File: src/rcp_pkg.sv
// Package for the RESP command parser: widths, codes and the result type.
package rcp_pkg;

   localparam int COUNT_BITS     = 16;
   localparam int LENGTH_BITS    = 32;
   localparam int ACCUM_BITS     = 32;
   localparam int CSR_INDEX_BITS = 8;
   localparam int CSR_DATA_BITS  = 31;

   localparam logic [ACCUM_BITS:0] COUNT_MAX  = (ACCUM_BITS+1)'((64'd1 << COUNT_BITS) - 64'd1);
   localparam logic [ACCUM_BITS:0] LENGTH_MAX = (ACCUM_BITS+1)'((64'd1 << LENGTH_BITS) - 64'd1);

   localparam logic [CSR_INDEX_BITS-1:0] CSR_MAX_ARG_COUNT   = CSR_INDEX_BITS'(0);
   localparam logic [CSR_INDEX_BITS-1:0] CSR_MAX_BULK_LENGTH = CSR_INDEX_BITS'(1);

   localparam logic [15:0] MAX_ARG_COUNT_RESET   = 16'd1024;
   localparam logic [30:0] MAX_BULK_LENGTH_RESET = 31'd536870912;

   localparam logic [3:0] PH_ARR_HDR  = 4'd0;
   localparam logic [3:0] PH_ARR_SKIP = 4'd1;
   localparam logic [3:0] PH_ARR_NUM  = 4'd2;
   localparam logic [3:0] PH_ARR_LF   = 4'd3;
   localparam logic [3:0] PH_BLK_HDR  = 4'd4;
   localparam logic [3:0] PH_BLK_SKIP = 4'd5;
   localparam logic [3:0] PH_BLK_NUM  = 4'd6;
   localparam logic [3:0] PH_BLK_LF   = 4'd7;
   localparam logic [3:0] PH_DATA     = 4'd8;
   localparam logic [3:0] PH_DATA_CR  = 4'd9;
   localparam logic [3:0] PH_DATA_LF  = 4'd10;

   localparam logic [1:0] KIND_DATA  = 2'd0;
   localparam logic [1:0] KIND_END   = 2'd1;
   localparam logic [1:0] KIND_ERR   = 2'd2;
   localparam logic [1:0] KIND_EMPTY = 2'd3;

   localparam logic [7:0] CHAR_CR    = 8'h0D;
   localparam logic [7:0] CHAR_LF    = 8'h0A;
   localparam logic [7:0] CHAR_STAR  = 8'h2A;
   localparam logic [7:0] CHAR_DOLAR = 8'h24;
   localparam logic [7:0] CHAR_MINUS = 8'h2D;
   localparam logic [7:0] CHAR_ZERO  = 8'h30;
   localparam logic [7:0] CHAR_NINE  = 8'h39;

   typedef struct packed {
      logic [1:0]  kind;
      logic [7:0]  data_byte;
      logic [15:0] arg_index;
      logic        null_arg;
      logic        command_end;
   } result_type;

endpackage

File: src/rcp_ifs.sv
// Valid/ready channel interfaces for request bytes and parser results.
interface rcp_req_if;
   logic       valid;
   logic       ready;
   logic [7:0] in_byte;

   modport source (output valid, output in_byte, input ready);
   modport sink (input valid, input in_byte, output ready);
endinterface

interface rcp_rsp_if;
   logic        valid;
   logic        ready;
   logic [1:0]  kind;
   logic [7:0]  data_byte;
   logic [15:0] arg_index;
   logic        null_arg;
   logic        command_end;

   modport source (output valid, output kind, output data_byte, output arg_index,
                   output null_arg, output command_end, input ready);
   modport sink (input valid, input kind, input data_byte, input arg_index,
                 input null_arg, input command_end, output ready);
endinterface

File: src/rcp_in_reg.sv
// Input register: holds one request byte until the parser takes it.
module rcp_in_reg
   import rcp_pkg::*;
(
   input  logic       clock,
   input  logic       reset,
   rcp_req_if.sink    req,
   input  logic       advance,
   output logic       byte_valid,
   output logic [7:0] byte_data
);

   logic       valid_ff, valid_in;
   logic [7:0] byte_ff, byte_in;
   logic       take;

   assign req.ready = !valid_ff || advance;
   assign take      = req.valid && req.ready;

   always_comb begin
      valid_in = valid_ff;
      byte_in  = byte_ff;
      if (take) begin
         valid_in = 1'b1;
         byte_in  = req.in_byte;
      end else if (advance) begin
         valid_in = 1'b0;
      end
   end

   always_ff @(posedge clock) begin
      if (reset) begin
         valid_ff <= 1'b0;
      end else begin
         valid_ff <= valid_in;
      end
      byte_ff <= byte_in;
   end

   assign byte_valid = valid_ff;
   assign byte_data  = byte_ff;

endmodule

File: src/rcp_core.sv
// Parser core: limit registers, parse state and next-state/result logic.
module rcp_core
   import rcp_pkg::*;
(
   input  logic                      clock,
   input  logic                      reset,
   input  logic                      csr_we,
   input  logic [CSR_INDEX_BITS-1:0] csr_index,
   input  logic [CSR_DATA_BITS-1:0]  csr_wdata,
   input  logic                      advance,
   input  logic [7:0]                byte_data,
   output logic                      res_valid,
   output result_type                res
);

   logic [15:0]            max_arg_count_ff;
   logic [30:0]            max_bulk_length_ff;

   logic [3:0]             phase_ff, phase_in;
   logic [ACCUM_BITS-1:0]  accum_ff, accum_in;
   logic                   negative_ff, negative_in;
   logic                   digit_seen_ff, digit_seen_in;
   logic                   line_started_ff, line_started_in;
   logic [COUNT_BITS-1:0]  args_expected_ff, args_expected_in;
   logic [COUNT_BITS-1:0]  args_done_ff, args_done_in;
   logic [LENGTH_BITS-1:0] bytes_left_ff, bytes_left_in;

   logic                   is_digit;
   logic [ACCUM_BITS+3:0]  accum_next;
   logic [ACCUM_BITS:0]    accum_ext;
   logic [COUNT_BITS:0]    done_plus;
   logic                   last_arg;
   logic                   do_fail, do_restart, do_clear, do_arg_end, arg_nul, take_ok;
   logic [LENGTH_BITS-1:0] bytes_dec;

   assign is_digit   = (byte_data >= CHAR_ZERO) && (byte_data <= CHAR_NINE);
   assign accum_next = ({4'd0, accum_ff} << 3) + ({4'd0, accum_ff} << 1)
                       + (ACCUM_BITS+4)'(byte_data - CHAR_ZERO);
   assign accum_ext  = {1'b0, accum_ff};
   assign done_plus  = {1'b0, args_done_ff} + (COUNT_BITS+1)'(1);
   assign last_arg   = done_plus == {1'b0, args_expected_ff};
   assign bytes_dec  = bytes_left_ff - LENGTH_BITS'(1);

   always_comb begin
      phase_in         = phase_ff;
      accum_in         = accum_ff;
      negative_in      = negative_ff;
      digit_seen_in    = digit_seen_ff;
      line_started_in  = line_started_ff;
      args_expected_in = args_expected_ff;
      args_done_in     = args_done_ff;
      bytes_left_in    = bytes_left_ff;
      res_valid        = 1'b0;
      res.kind         = KIND_DATA;
      res.data_byte    = 8'h00;
      res.arg_index    = 16'(args_done_ff);
      res.null_arg     = 1'b0;
      res.command_end  = 1'b0;
      do_fail          = 1'b0;
      do_restart       = 1'b0;
      do_clear         = 1'b0;
      do_arg_end       = 1'b0;
      arg_nul          = 1'b0;
      take_ok          = 1'b0;

      // number character: optional leading minus, then digits
      if ((phase_ff == PH_ARR_NUM || phase_ff == PH_BLK_NUM) && byte_data != CHAR_CR) begin
         if (byte_data == CHAR_MINUS && !line_started_ff) begin
            negative_in     = 1'b1;
            line_started_in = 1'b1;
            take_ok         = 1'b1;
         end else if (is_digit) begin
            accum_in        = (accum_next[ACCUM_BITS+3:ACCUM_BITS] != 4'd0) ?
                              '1 : accum_next[ACCUM_BITS-1:0];
            digit_seen_in   = 1'b1;
            line_started_in = 1'b1;
            take_ok         = 1'b1;
         end
      end

      unique case (phase_ff)
         PH_ARR_HDR: begin
            if (byte_data == CHAR_CR) begin
               phase_in = PH_ARR_SKIP;
            end else if (byte_data == CHAR_STAR) begin
               do_clear = 1'b1;
               phase_in = PH_ARR_NUM;
            end else begin
               do_fail = 1'b1;
            end
         end
         PH_ARR_SKIP: begin
            if (byte_data == CHAR_LF) phase_in = PH_ARR_HDR;
            else do_fail = 1'b1;
         end
         PH_ARR_NUM: begin
            if (byte_data == CHAR_CR) begin
               if (!digit_seen_ff || (negative_ff && accum_ff != '0) ||
                   accum_ext > {17'd0, max_arg_count_ff} || accum_ext > COUNT_MAX) begin
                  do_fail = 1'b1;
               end else begin
                  args_expected_in = COUNT_BITS'(accum_ff);
                  phase_in         = PH_ARR_LF;
               end
            end else if (!take_ok) begin
               do_fail = 1'b1;
            end
         end
         PH_ARR_LF: begin
            if (byte_data != CHAR_LF) begin
               do_fail = 1'b1;
            end else if (args_expected_ff == '0) begin
               do_restart      = 1'b1;
               res_valid       = 1'b1;
               res.kind        = KIND_EMPTY;
               res.arg_index   = 16'd0;
               res.command_end = 1'b1;
            end else begin
               args_done_in = '0;
               do_clear     = 1'b1;
               phase_in     = PH_BLK_HDR;
            end
         end
         PH_BLK_HDR: begin
            if (byte_data == CHAR_CR) begin
               phase_in = PH_BLK_SKIP;
            end else if (byte_data == CHAR_DOLAR) begin
               do_clear = 1'b1;
               phase_in = PH_BLK_NUM;
            end else begin
               do_fail = 1'b1;
            end
         end
         PH_BLK_SKIP: begin
            if (byte_data == CHAR_LF) phase_in = PH_BLK_HDR;
            else do_fail = 1'b1;
         end
         PH_BLK_NUM: begin
            if (byte_data == CHAR_CR) begin
               if (!digit_seen_ff) begin
                  do_fail = 1'b1;
               end else if (negative_ff) begin
                  if (accum_ff == '0) begin
                     negative_in   = 1'b0;
                     bytes_left_in = '0;
                     phase_in      = PH_BLK_LF;
                  end else if (accum_ff == ACCUM_BITS'(1)) begin
                     bytes_left_in = '0;
                     phase_in      = PH_BLK_LF;
                  end else begin
                     do_fail = 1'b1;
                  end
               end else if (accum_ext > {2'd0, max_bulk_length_ff} ||
                            accum_ext > LENGTH_MAX) begin
                  do_fail = 1'b1;
               end else begin
                  bytes_left_in = LENGTH_BITS'(accum_ff);
                  phase_in      = PH_BLK_LF;
               end
            end else if (!take_ok) begin
               do_fail = 1'b1;
            end
         end
         PH_BLK_LF: begin
            if (byte_data != CHAR_LF) begin
               do_fail = 1'b1;
            end else if (negative_ff) begin
               do_arg_end = 1'b1;
               arg_nul    = 1'b1;
            end else begin
               phase_in = (bytes_left_ff == '0) ? PH_DATA_CR : PH_DATA;
            end
         end
         PH_DATA: begin
            bytes_left_in = bytes_dec;
            if (bytes_dec == '0) phase_in = PH_DATA_CR;
            res_valid     = 1'b1;
            res.kind      = KIND_DATA;
            res.data_byte = byte_data;
         end
         PH_DATA_CR: begin
            if (byte_data == CHAR_CR) phase_in = PH_DATA_LF;
            else do_fail = 1'b1;
         end
         PH_DATA_LF: begin
            if (byte_data == CHAR_LF) do_arg_end = 1'b1;
            else do_fail = 1'b1;
         end
         default: do_fail = 1'b1;
      endcase

      if (do_arg_end) begin
         res_valid       = 1'b1;
         res.kind        = KIND_END;
         res.null_arg    = arg_nul;
         res.command_end = last_arg;
         if (last_arg) begin
            do_restart = 1'b1;
         end else begin
            args_done_in  = done_plus[COUNT_BITS-1:0];
            phase_in      = PH_BLK_HDR;
            do_clear      = 1'b1;
            bytes_left_in = '0;
         end
      end

      if (do_fail) begin
         res_valid       = 1'b1;
         res.kind        = KIND_ERR;
         res.data_byte   = 8'h00;
         res.arg_index   = 16'(args_done_ff);
         res.null_arg    = 1'b0;
         res.command_end = 1'b0;
         do_restart      = 1'b1;
      end

      if (do_restart) begin
         phase_in         = PH_ARR_HDR;
         do_clear         = 1'b1;
         args_expected_in = '0;
         args_done_in     = '0;
         bytes_left_in    = '0;
      end

      if (do_clear) begin
         accum_in        = '0;
         negative_in     = 1'b0;
         digit_seen_in   = 1'b0;
         line_started_in = 1'b0;
      end
   end

   always_ff @(posedge clock) begin
      if (reset) begin
         max_arg_count_ff   <= MAX_ARG_COUNT_RESET;
         max_bulk_length_ff <= MAX_BULK_LENGTH_RESET;
      end else if (csr_we) begin
         if (csr_index == CSR_MAX_ARG_COUNT) max_arg_count_ff <= csr_wdata[15:0];
         if (csr_index == CSR_MAX_BULK_LENGTH) max_bulk_length_ff <= csr_wdata;
      end
   end

   always_ff @(posedge clock) begin
      if (reset) begin
         phase_ff         <= PH_ARR_HDR;
         accum_ff         <= '0;
         negative_ff      <= 1'b0;
         digit_seen_ff    <= 1'b0;
         line_started_ff  <= 1'b0;
         args_expected_ff <= '0;
         args_done_ff     <= '0;
         bytes_left_ff    <= '0;
      end else if (advance) begin
         phase_ff         <= phase_in;
         accum_ff         <= accum_in;
         negative_ff      <= negative_in;
         digit_seen_ff    <= digit_seen_in;
         line_started_ff  <= line_started_in;
         args_expected_ff <= args_expected_in;
         args_done_ff     <= args_done_in;
         bytes_left_ff    <= bytes_left_in;
      end
   end

endmodule

File: src/rcp_out_reg.sv
// Result register: holds one parser result until the consumer takes it.
module rcp_out_reg
   import rcp_pkg::*;
(
   input  logic       clock,
   input  logic       reset,
   input  logic       advance,
   input  logic       res_valid,
   input  result_type res,
   output logic       out_free,
   rcp_rsp_if.source  rsp
);

   logic       valid_ff, valid_in;
   result_type res_ff, res_in;

   assign out_free = !valid_ff || rsp.ready;

   always_comb begin
      valid_in = valid_ff;
      res_in   = res_ff;
      if (advance) begin
         valid_in = res_valid;
         res_in   = res;
      end else if (rsp.ready) begin
         valid_in = 1'b0;
      end
   end

   always_ff @(posedge clock) begin
      if (reset) begin
         valid_ff <= 1'b0;
      end else begin
         valid_ff <= valid_in;
      end
      res_ff <= res_in;
   end

   assign rsp.valid       = valid_ff;
   assign rsp.kind        = res_ff.kind;
   assign rsp.data_byte   = res_ff.data_byte;
   assign rsp.arg_index   = res_ff.arg_index;
   assign rsp.null_arg    = res_ff.null_arg;
   assign rsp.command_end = res_ff.command_end;

endmodule

File: src/resp_command_parser_top.sv
// Top level of the RESP command parser.
//
//   channel   dir  handshake            payload
//   req_port  in   valid/ready          in_byte
//   rsp_port  out  valid/ready          kind, data_byte, arg_index, null_arg, command_end
//   csr_*     in   csr_we (no stall)    csr_index, csr_wdata
//
// One byte per cycle sustained while rsp_port does not stall; each byte passes the input
// register, the parse logic (phase FSM, x10 accumulator, limit compares) and the result
// register. A byte that gives no result leaves no item on rsp_port.
// Synchronous active-high reset restores the start phase and the default limits.
// A stall on rsp_port holds the parser; req_port stays ready while the input register
// is empty or drains in the same cycle.
module resp_command_parser_top
   import rcp_pkg::*;
(
   input  logic                      clock,
   input  logic                      reset,
   rcp_req_if.sink                   req_port,
   rcp_rsp_if.source                 rsp_port,
   input  logic                      csr_we,
   input  logic [CSR_INDEX_BITS-1:0] csr_index,
   input  logic [CSR_DATA_BITS-1:0]  csr_wdata
);

   logic       byte_valid;
   logic [7:0] byte_data;
   logic       out_free;
   logic       advance;
   logic       res_valid;
   result_type res;

   assign advance = byte_valid && out_free;

   rcp_in_reg u_in_reg (
      .clock      (clock),
      .reset      (reset),
      .req        (req_port),
      .advance    (advance),
      .byte_valid (byte_valid),
      .byte_data  (byte_data)
   );

   rcp_core u_core (
      .clock     (clock),
      .reset     (reset),
      .csr_we    (csr_we),
      .csr_index (csr_index),
      .csr_wdata (csr_wdata),
      .advance   (advance),
      .byte_data (byte_data),
      .res_valid (res_valid),
      .res       (res)
   );

   rcp_out_reg u_out_reg (
      .clock     (clock),
      .reset     (reset),
      .advance   (advance),
      .res_valid (res_valid),
      .res       (res),
      .out_free  (out_free),
      .rsp       (rsp_port)
   );

endmodule

File: src/flat_wrapper.sv
// flat-port wrapper written by rule: the top's interface ports become plain ports
module resp_command_parser_top_flat import rcp_pkg::*;
  (clock, reset, csr_we, csr_index, csr_wdata, req_port_valid, req_port_in_byte, req_port_ready, rsp_port_valid, rsp_port_kind, rsp_port_data_byte, rsp_port_arg_index, rsp_port_null_arg, rsp_port_command_end, rsp_port_ready);
  rcp_req_if req_port_i ();
  rcp_rsp_if rsp_port_i ();
  input  logic clock;
  input  logic reset;
  input  logic csr_we;
  input  logic [CSR_INDEX_BITS-1:0] csr_index;
  input  logic [CSR_DATA_BITS-1:0] csr_wdata;
  input wire logic [$bits(req_port_i.valid)-1:0] req_port_valid;
  input wire logic [$bits(req_port_i.in_byte)-1:0] req_port_in_byte;
  output wire logic [$bits(req_port_i.ready)-1:0] req_port_ready;
  output wire logic [$bits(rsp_port_i.valid)-1:0] rsp_port_valid;
  output wire logic [$bits(rsp_port_i.kind)-1:0] rsp_port_kind;
  output wire logic [$bits(rsp_port_i.data_byte)-1:0] rsp_port_data_byte;
  output wire logic [$bits(rsp_port_i.arg_index)-1:0] rsp_port_arg_index;
  output wire logic [$bits(rsp_port_i.null_arg)-1:0] rsp_port_null_arg;
  output wire logic [$bits(rsp_port_i.command_end)-1:0] rsp_port_command_end;
  input wire logic [$bits(rsp_port_i.ready)-1:0] rsp_port_ready;
  assign req_port_i.valid = req_port_valid;
  assign req_port_i.in_byte = req_port_in_byte;
  assign req_port_ready = req_port_i.ready;
  assign rsp_port_valid = rsp_port_i.valid;
  assign rsp_port_kind = rsp_port_i.kind;
  assign rsp_port_data_byte = rsp_port_i.data_byte;
  assign rsp_port_arg_index = rsp_port_i.arg_index;
  assign rsp_port_null_arg = rsp_port_i.null_arg;
  assign rsp_port_command_end = rsp_port_i.command_end;
  assign rsp_port_i.ready = rsp_port_ready;
  resp_command_parser_top u_core (.clock(clock), .reset(reset), .req_port(req_port_i), .rsp_port(rsp_port_i), .csr_we(csr_we), .csr_index(csr_index), .csr_wdata(csr_wdata));
endmodule
File: config.mk
export PLATFORM = sky130hd
export DESIGN_NAME = resp_command_parser_top_flat
export DESIGN_NICKNAME = d
export VERILOG_FILES = /design/src/rcp_pkg.sv /design/src/rcp_ifs.sv /design/src/rcp_in_reg.sv /design/src/rcp_core.sv /design/src/rcp_out_reg.sv /design/src/resp_command_parser_top.sv /design/src/flat_wrapper.sv
export SDC_FILE = /design/constraint.sdc
export NUM_CORES = 1
export LEC_CHECK = 0
export ABC_AREA = 1
export BUFFER_PORTS_ARGS = -buffer_cell sky130_fd_sc_hd__buf_4
export CAP_MARGIN = 5
export CORE_ASPECT_RATIO = 1.1
export CORE_UTILIZATION = 50
export CTS_BUF_LIST = sky130_fd_sc_hd__clkbuf_8 sky130_fd_sc_hd__clkbuf_16
export DETAILED_ROUTE_END_ITERATION = 6
export GPL_TIMING_DRIVEN = 0
export PLACE_DENSITY = 0.69
export SLEW_MARGIN = 20
export SYNTH_ARGS = -nofsm -noshare
export SYNTH_HDL_FRONTEND = slang
export SYNTH_SLANG_ARGS = --single-unit
export TNS_END_PERCENT = 10
File: constraint.sdc
create_clock -name clock -period 5.3 [get_ports clock]
set_input_delay 0.53 -clock clock [delete_from_list [all_inputs] [get_ports clock]]
set_output_delay 0.53 -clock clock [all_outputs]
set_load 0.02 [all_outputs]
==> flow_summary.ini, run 1 <==
[setup_path]
ff2ff_setup_slack_ns = 0.72
crit_required_ns = 5.61
crit_arrival_ns = 4.89
cp-end-kind = flop
r2r_cells = 18
worstPathMaxFanout = 21
path_common_cell = nand2_1
r2r_start = u_core.u_in_reg.byte_data[5]
slowest_delay_ns = 0.59
path_cells = ha_1, nor2_4, buf_12, fa_1, ha_1, nand2_1, nor2_1, nand2_1, o21ai_0, a21boi_0, o21ai_0, nand2_1, nand2_1, nand2_1, nand2_1, nand3_1, nand2_1, a21oi_1
critPathKind = reg2reg
r2r_end = u_core.u_core.accum_ff[28]
critPathCapture = u_core.u_core.accum_ff[28]
cp_slowest_cell = o21ai_0
crit_start = u_core.u_in_reg.byte_data[5]
startpoint_type = flop

[routing]
ant_nets = 0
first_pass_iters = 5
viasPerCell = 5.725
totalWireLength_mm = 46.86
post_drt_wl_per_cell_um = 18.39
drc = 0
vias = 14593
dr.first_iter.drc_count = 1256

[clock_network]
ctsHoldBuffers = 0
cts_buffers = 17
cts_buffer_depth = 2
cts.repair.resized = 0
insertion_delay_ns = 0.45
cts_setup_buffers = 0
clk_pin_slew_ns = 0.08
root_buffer = clkbuf_16
htree_levels = 4
clock-sinks = 188
cts_tree = yes

[grt]
grt_overflow = 0
grt_pass1_vias = 14031
antenna_found_initial = 0
grt_pass1_wl_mm = 74.64
grt_max_degree = 26
grt.total_usage = 0.3327

[final_layout]
final_nets = 2346
antennaDiodeCount = 0
layout-drive-gt1-share = 0.08646
nFillCells = 2790
finish.utilization = 0.5731
seq_area_sq_um = 4124
layoutNonFillerInstCount = 2549
multi_input_area_sq_um = 8861
areaGrowthSynthToFinish_pct = 12.17
stdcell_area_sq_um = 15970

[die]
die_x_um = 162.9
coreArea_sq_um = 27870
dieHeight_um = 179.0
num_rows = 64
die_area_sq_um = 29150
io_pins = 82
initial_core_util = 0.5109

[power_and_ir_drop]
vdd_drop_max_mv = 0.2010
power_mw = 3.454
powerDensity_nw_per_um2 = 216.3
leakagePower_nw = 6.725

[logic_synthesis]
synth_ff_type = dfxtp_1
synth_most_common_cell = nand2_1
yosysWarnings = 0
synth-seq-area-share = 0.2897
syn_area_sq_um = 14240
yosys-top-cells-area = dfxtp_1 21%, nand2_1 9.8%, ha_1 7.9%
synth-edff-count = 36
ys_async_sr_fraction = 0
synth_cells = 2072
synth-seq-cells = 188
synth_area_per_cell_sq_um = 6.871
synth_top_area_cell = dfxtp_1
yosysTopAreaCellShare = 0.2137
synth_nets = 2245
ys_types = 58
ys_top_cells_by_count = 373 x nand2_1, 276 x nor2_1, 226 x inv_1

[placed_design]
port_buffers = 80
gp_congestion = 0.9588
placed_cells = 2517
dp_slack_ns = 0.8502
placedInstanceArea_sq_um = 15340
dp_hpwl_mm = 37.04

[status]
outcome = finished clean

[sta]
setup_slack_ns = 0.7207
finalHoldViolCount = 0
worst_pin_slew_ns = 0.8560
finalClockSkew_ns = 0.01607
finalCritPeriodShare = 0.8640
tns_ns = 0
fmax_mhz = 218.4
slew_violations = 0
slew_headroom = 0.4293
rsz0062_at_grt = false
timing.final.crit_period_ns = 4.579
setup_viol = 0
holdWs_ns = 0.2577

[min_path]
hold_class = in2reg

[flow_run]
maxCapViolations = 0
[cell families (layout without fill, tap and decap cells)]
logic type,after synthesis,in the layout,synth area share
xor+xnor,62,62,0.03814
compound gates,424,424,0.1670
buf+inv,322,436,0.08842
simple gates,955,955,0.2941
flops,188,188,0.2897
fa+ha+maj,121,121,0.1227
[where the power goes]
| group | leakage, nW | total (mW) | switching (mW) | internal [mW] |
|---|---|---|---|---|
| clock | 0.311 | 1.40 | 0.615 | 0.782 |
| combinational | 4.84 | 0.546 | 0.362 | 0.184 |
| sequential | 1.57 | 1.51 | 0.0307 | 1.48 |
[placed cells by master, fill, tap and decap left out, types with 4 or more instances in the layout]
master and instances:
nand2_1 373, nor2_1 275, inv_1 226, nand3_1 185, a21oi_1 179, dfxtp_1 152
o21ai_0 150, ha_1 90, buf_4 87, clkbuf_1 51, xor2_1 44, nand4_1 41
edfxtp_1 36, fa_1 31, o211ai_1 30, nor3_1 25, xnor2_1 18, clkbuf_16 18
buf_2 13, inv_2 12, o2111ai_1 12, nor2_2 11, nand2_2 10, a21o_1 8
o21bai_1 8, o21ai_1 7, nand3b_1 6, a31oi_1 6, buf_1 6, clkinv_1 5
nor2_4 5, nor3_2 5, nor4_1 4, o22ai_1 4, o221ai_1 4, clkbuf_8 4
[routing by layer]
metal | vias to the layer above | GRT usage | share of wire
li1 | 7124 | - | -
met1 | 6884 | 0.4249 | 0.43
met2 | 479 | 0.5512 | 0.46
met3 | 106 | 0.04997 | 0.062
met4 | 0 | 0.1542 | 0.041
met5 | - | 0 | 0
[critical path: cells and delay by family (launching register included)]
family	cells	cell delay, ns
AO/OA/AOI/OAI	4	1.32
flip-flops	1	0.43
adder cells (fa/ha/maj)	3	1.12
buffers and inverters	1	0.24
AND/OR/NAND/NOR	10	1.31
[worst min path at each step]
stage	from	endpoint	cells after the start
after floorplan	u_core.u_core.max_arg_count_ff[11]	u_core.u_core.max_arg_count_ff[11]	2
after global placement	u_core.u_core.args_expected_ff[5]	u_core.u_core.args_expected_ff[5]	2
after detailed placement	u_core.u_core.args_expected_ff[5]	u_core.u_core.args_expected_ff[5]	2
after CTS	req_port_in_byte[1]	u_core.u_in_reg.byte_data[1]	1
after global routing	req_port_in_byte[1]	u_core.u_in_reg.byte_data[1]	1
final	req_port_in_byte[2]	u_core.u_in_reg.byte_data[2]	1
[final cells by class]
| cell class | count | share of cell area |
|---|---|---|
| buffer | 79 | 0.02178 |
| clock buffer | 22 | 0.03165 |
| clock inverter | 10 | 0.007757 |
| inverter | 243 | 0.05712 |
| multi-input combinational | 1562 | 0.5549 |
| sequential | 188 | 0.2582 |
| tap | 363 | 0.02844 |
| timing repair buffer | 82 | 0.04012 |
[sequential cells by signal, indices dropped and copies added (netlist names)]
register,flops
u_core.u_core.accum_ff,32
u_core.u_core.bytes_left_ff,32
u_core.u_core.max_bulk_length_ff,31
u_core.u_core.args_done_ff,16
u_core.u_core.args_expected_ff,16
u_core.u_core.max_arg_count_ff,16
u_core.u_out_reg.rsp.arg_index,16
u_core.u_in_reg.byte_data,8
u_core.u_out_reg.rsp.data_byte,8
u_core.u_core.phase_ff,4
u_core.u_out_reg.rsp.kind,2
u_core.u_core.digit_seen_ff,1
u_core.u_core.line_started_ff,1
u_core.u_core.negative_ff,1
u_core.u_in_reg.byte_valid,1
u_core.u_out_reg.rsp.command_end,1
u_core.u_out_reg.rsp.null_arg,1
u_core.u_out_reg.rsp.valid,1
Power figures use the tool's default switching activity.
==> run 2, diff against run 1 <==
Settings changed: CORE_MARGIN from default to 4.
==> run 2 against run 1 <==
Compared with the run above:
- utilization is 0.18 points lower
- critical endpoint is now u_core.u_core.accum_ff[31]
- first-iteration DRC count down 8.8%
- clock power is essentially flat
- largest power group unchanged
- total power is 1.3% lower
- flip-flop and latch count unchanged
- non-clock buffer count unchanged
- via count fell by 2.0%
- count of clock-buffer cells in the layout fell by 4
- clock skew is 0.0031 ns lower
- routed wire length down 4.5%
- die area rose by 7.2%
==> flow_summary.ini, run 2 (synthesis results as in run 1) <==
[final_layout]
layout_common_cells = 373 x nand2_1, 275 x nor2_1, 226 x inv_1
layoutNonFillerInstCount = 2549
largestRegisters = u_core.u_core.accum_ff (32), u_core.u_core.bytes_left_ff (32), u_core.u_core.max_bulk_length_ff (31)
antennaDiodeCount = 0
finish.utilization = 0.5713
nFillCells = 2810
mostFrequentLayoutCell = nand2_1
final_nets = 2346
areaGrowthSynthToFinish_pct = 12.15
layout-drive-gt1-share = 0.08646
stdcell_area_sq_um = 15970

[grt]
grt_pass1_vias = 13842
grt_pass1_wl_mm = 72.36
grt_overflow = 0
grt.total_usage = 0.2902
grt_max_degree = 28
antenna_found_initial = 0

[die]
initial_core_util = 0.5094
die_area_sq_um = 31240
coreArea_sq_um = 27950
dieHeight_um = 185.0
die_x_um = 168.9
num_rows = 64
io_pins = 82

[sta]
worst_pin_slew_ns = 0.7878
finalCritPeriodShare = 0.8016
timing.final.crit_period_ns = 4.249
rsz0062_at_grt = false
slew_violations = 0
slew_headroom = 0.4748
finalClockSkew_ns = 0.01296
tns_ns = 0
finalHoldViolCount = 0
setup_viol = 0
fmax_mhz = 235.4

[routing]
vias = 14302
viasPerCell = 5.611
drc = 0
totalWireLength_mm = 44.76
dr.first_iter.drc_count = 1146
ant_nets = 0
first_pass_iters = 7
post_drt_wl_per_cell_um = 17.56

[power_and_ir_drop]
leakagePower_nw = 6.722
vdd_drop_max_mv = 0.1685
powerDensity_nw_per_um2 = 213.4

[clock_network]
cts_buffers = 17
root_buffer = clkbuf_16
clk_pin_slew_ns = 0.08
clock-sinks = 188
insertion_delay_ns = 0.45
cts_tree = yes
cts.repair.resized = 0
ctsHoldBuffers = 0
cts_buffer_depth = 2
htree_levels = 4
cts_setup_buffers = 0

[setup_path]
critPathKind = reg2reg
crit_arrival_ns = 4.55
cp_slowest_cell = edfxtp_1
path_cells = ha_1, nor2_4, buf_12, fa_1, ha_1, nand2_1, nor2_1, nand2_1, o21ai_0, nand3_1, nand2_1, xnor2_1, nand2_1, inv_1, buf_2, nand3_1, nand2_1, a21oi_1
cp-end-kind = flop
cp.buffers_inverters = 3
crit_start = u_core.u_in_reg.byte_data[5]
path_common_cell = nand2_1
crit_required_ns = 5.60
worstPathMaxFanout = 23
startpoint_type = flop
r2r_start = u_core.u_in_reg.byte_data[5]
critPathTopFamily = simple AND/OR/NAND/NOR gates
slowest_delay_ns = 0.44

[placed_design]
dp_hpwl_mm = 35.61
placed_cells = 2517
gp_congestion = 0.9699
placedInstanceArea_sq_um = 15340
port_buffers = 80

[min_path]
min_from = req_port_in_byte[6]
hold_class = in2reg

[status]
outcome = finished clean

[flow_run]
maxCapViolations = 0
## run 2: layout make-up
class	count	area (sq um)	share of cell area
multi-input combinational	1562	8861	0.5550
sequential	188	4124	0.2583
inverter	243	912.1	0.05713
timing repair buffer	82	640.6	0.04013
tap	363	454.2	0.02845
clock buffer	18	450.4	0.02821
buffer	79	347.8	0.02179
clock inverter	14	175.2	0.01097
## run 2: where the power goes
group	internal [mW]	switching, mW	total [mW]
sequential	1.48	0.0292	1.51
clock	0.706	0.662	1.37
combinational	0.184	0.346	0.530
total	2.37	1.04	3.41
## run 2: routing by layer
metal | routed length (um) | share of wire | global-route usage
met5 | 0 | 0 | 0
met3 | 3132 | 0.070 | 0.05229
met2 | 20330 | 0.45 | 0.4773
met1 | 19420 | 0.43 | 0.3783
met4 | 1873 | 0.042 | 0.1188
## run 2: path summary, 6_finish.rpt
path                                          end  slack, ns  cells after the start
min reg2reg  u_core.u_core.max_bulk_length_ff[13]       0.46                      2
max reg2reg            u_core.u_core.accum_ff[31]       1.05                     18
max                    u_core.u_core.accum_ff[31]       1.05                     18
min                  u_core.u_in_reg.byte_data[6]       0.26                      1
## run 2: through the flow
stage,setup slack (ns),power [mW],hold slack [ns]
2_1_floorplan,0.6064,1.894,0.4353
5_1_grt,0.6855,3.553,0.2402
6_report,1.051,3.408,0.2594
3_3_place_gp,-0.7803,2.058,0.4495
3_5_place_dp,1.080,2.065,0.4536
4_1_cts,1.050,3.424,0.2455
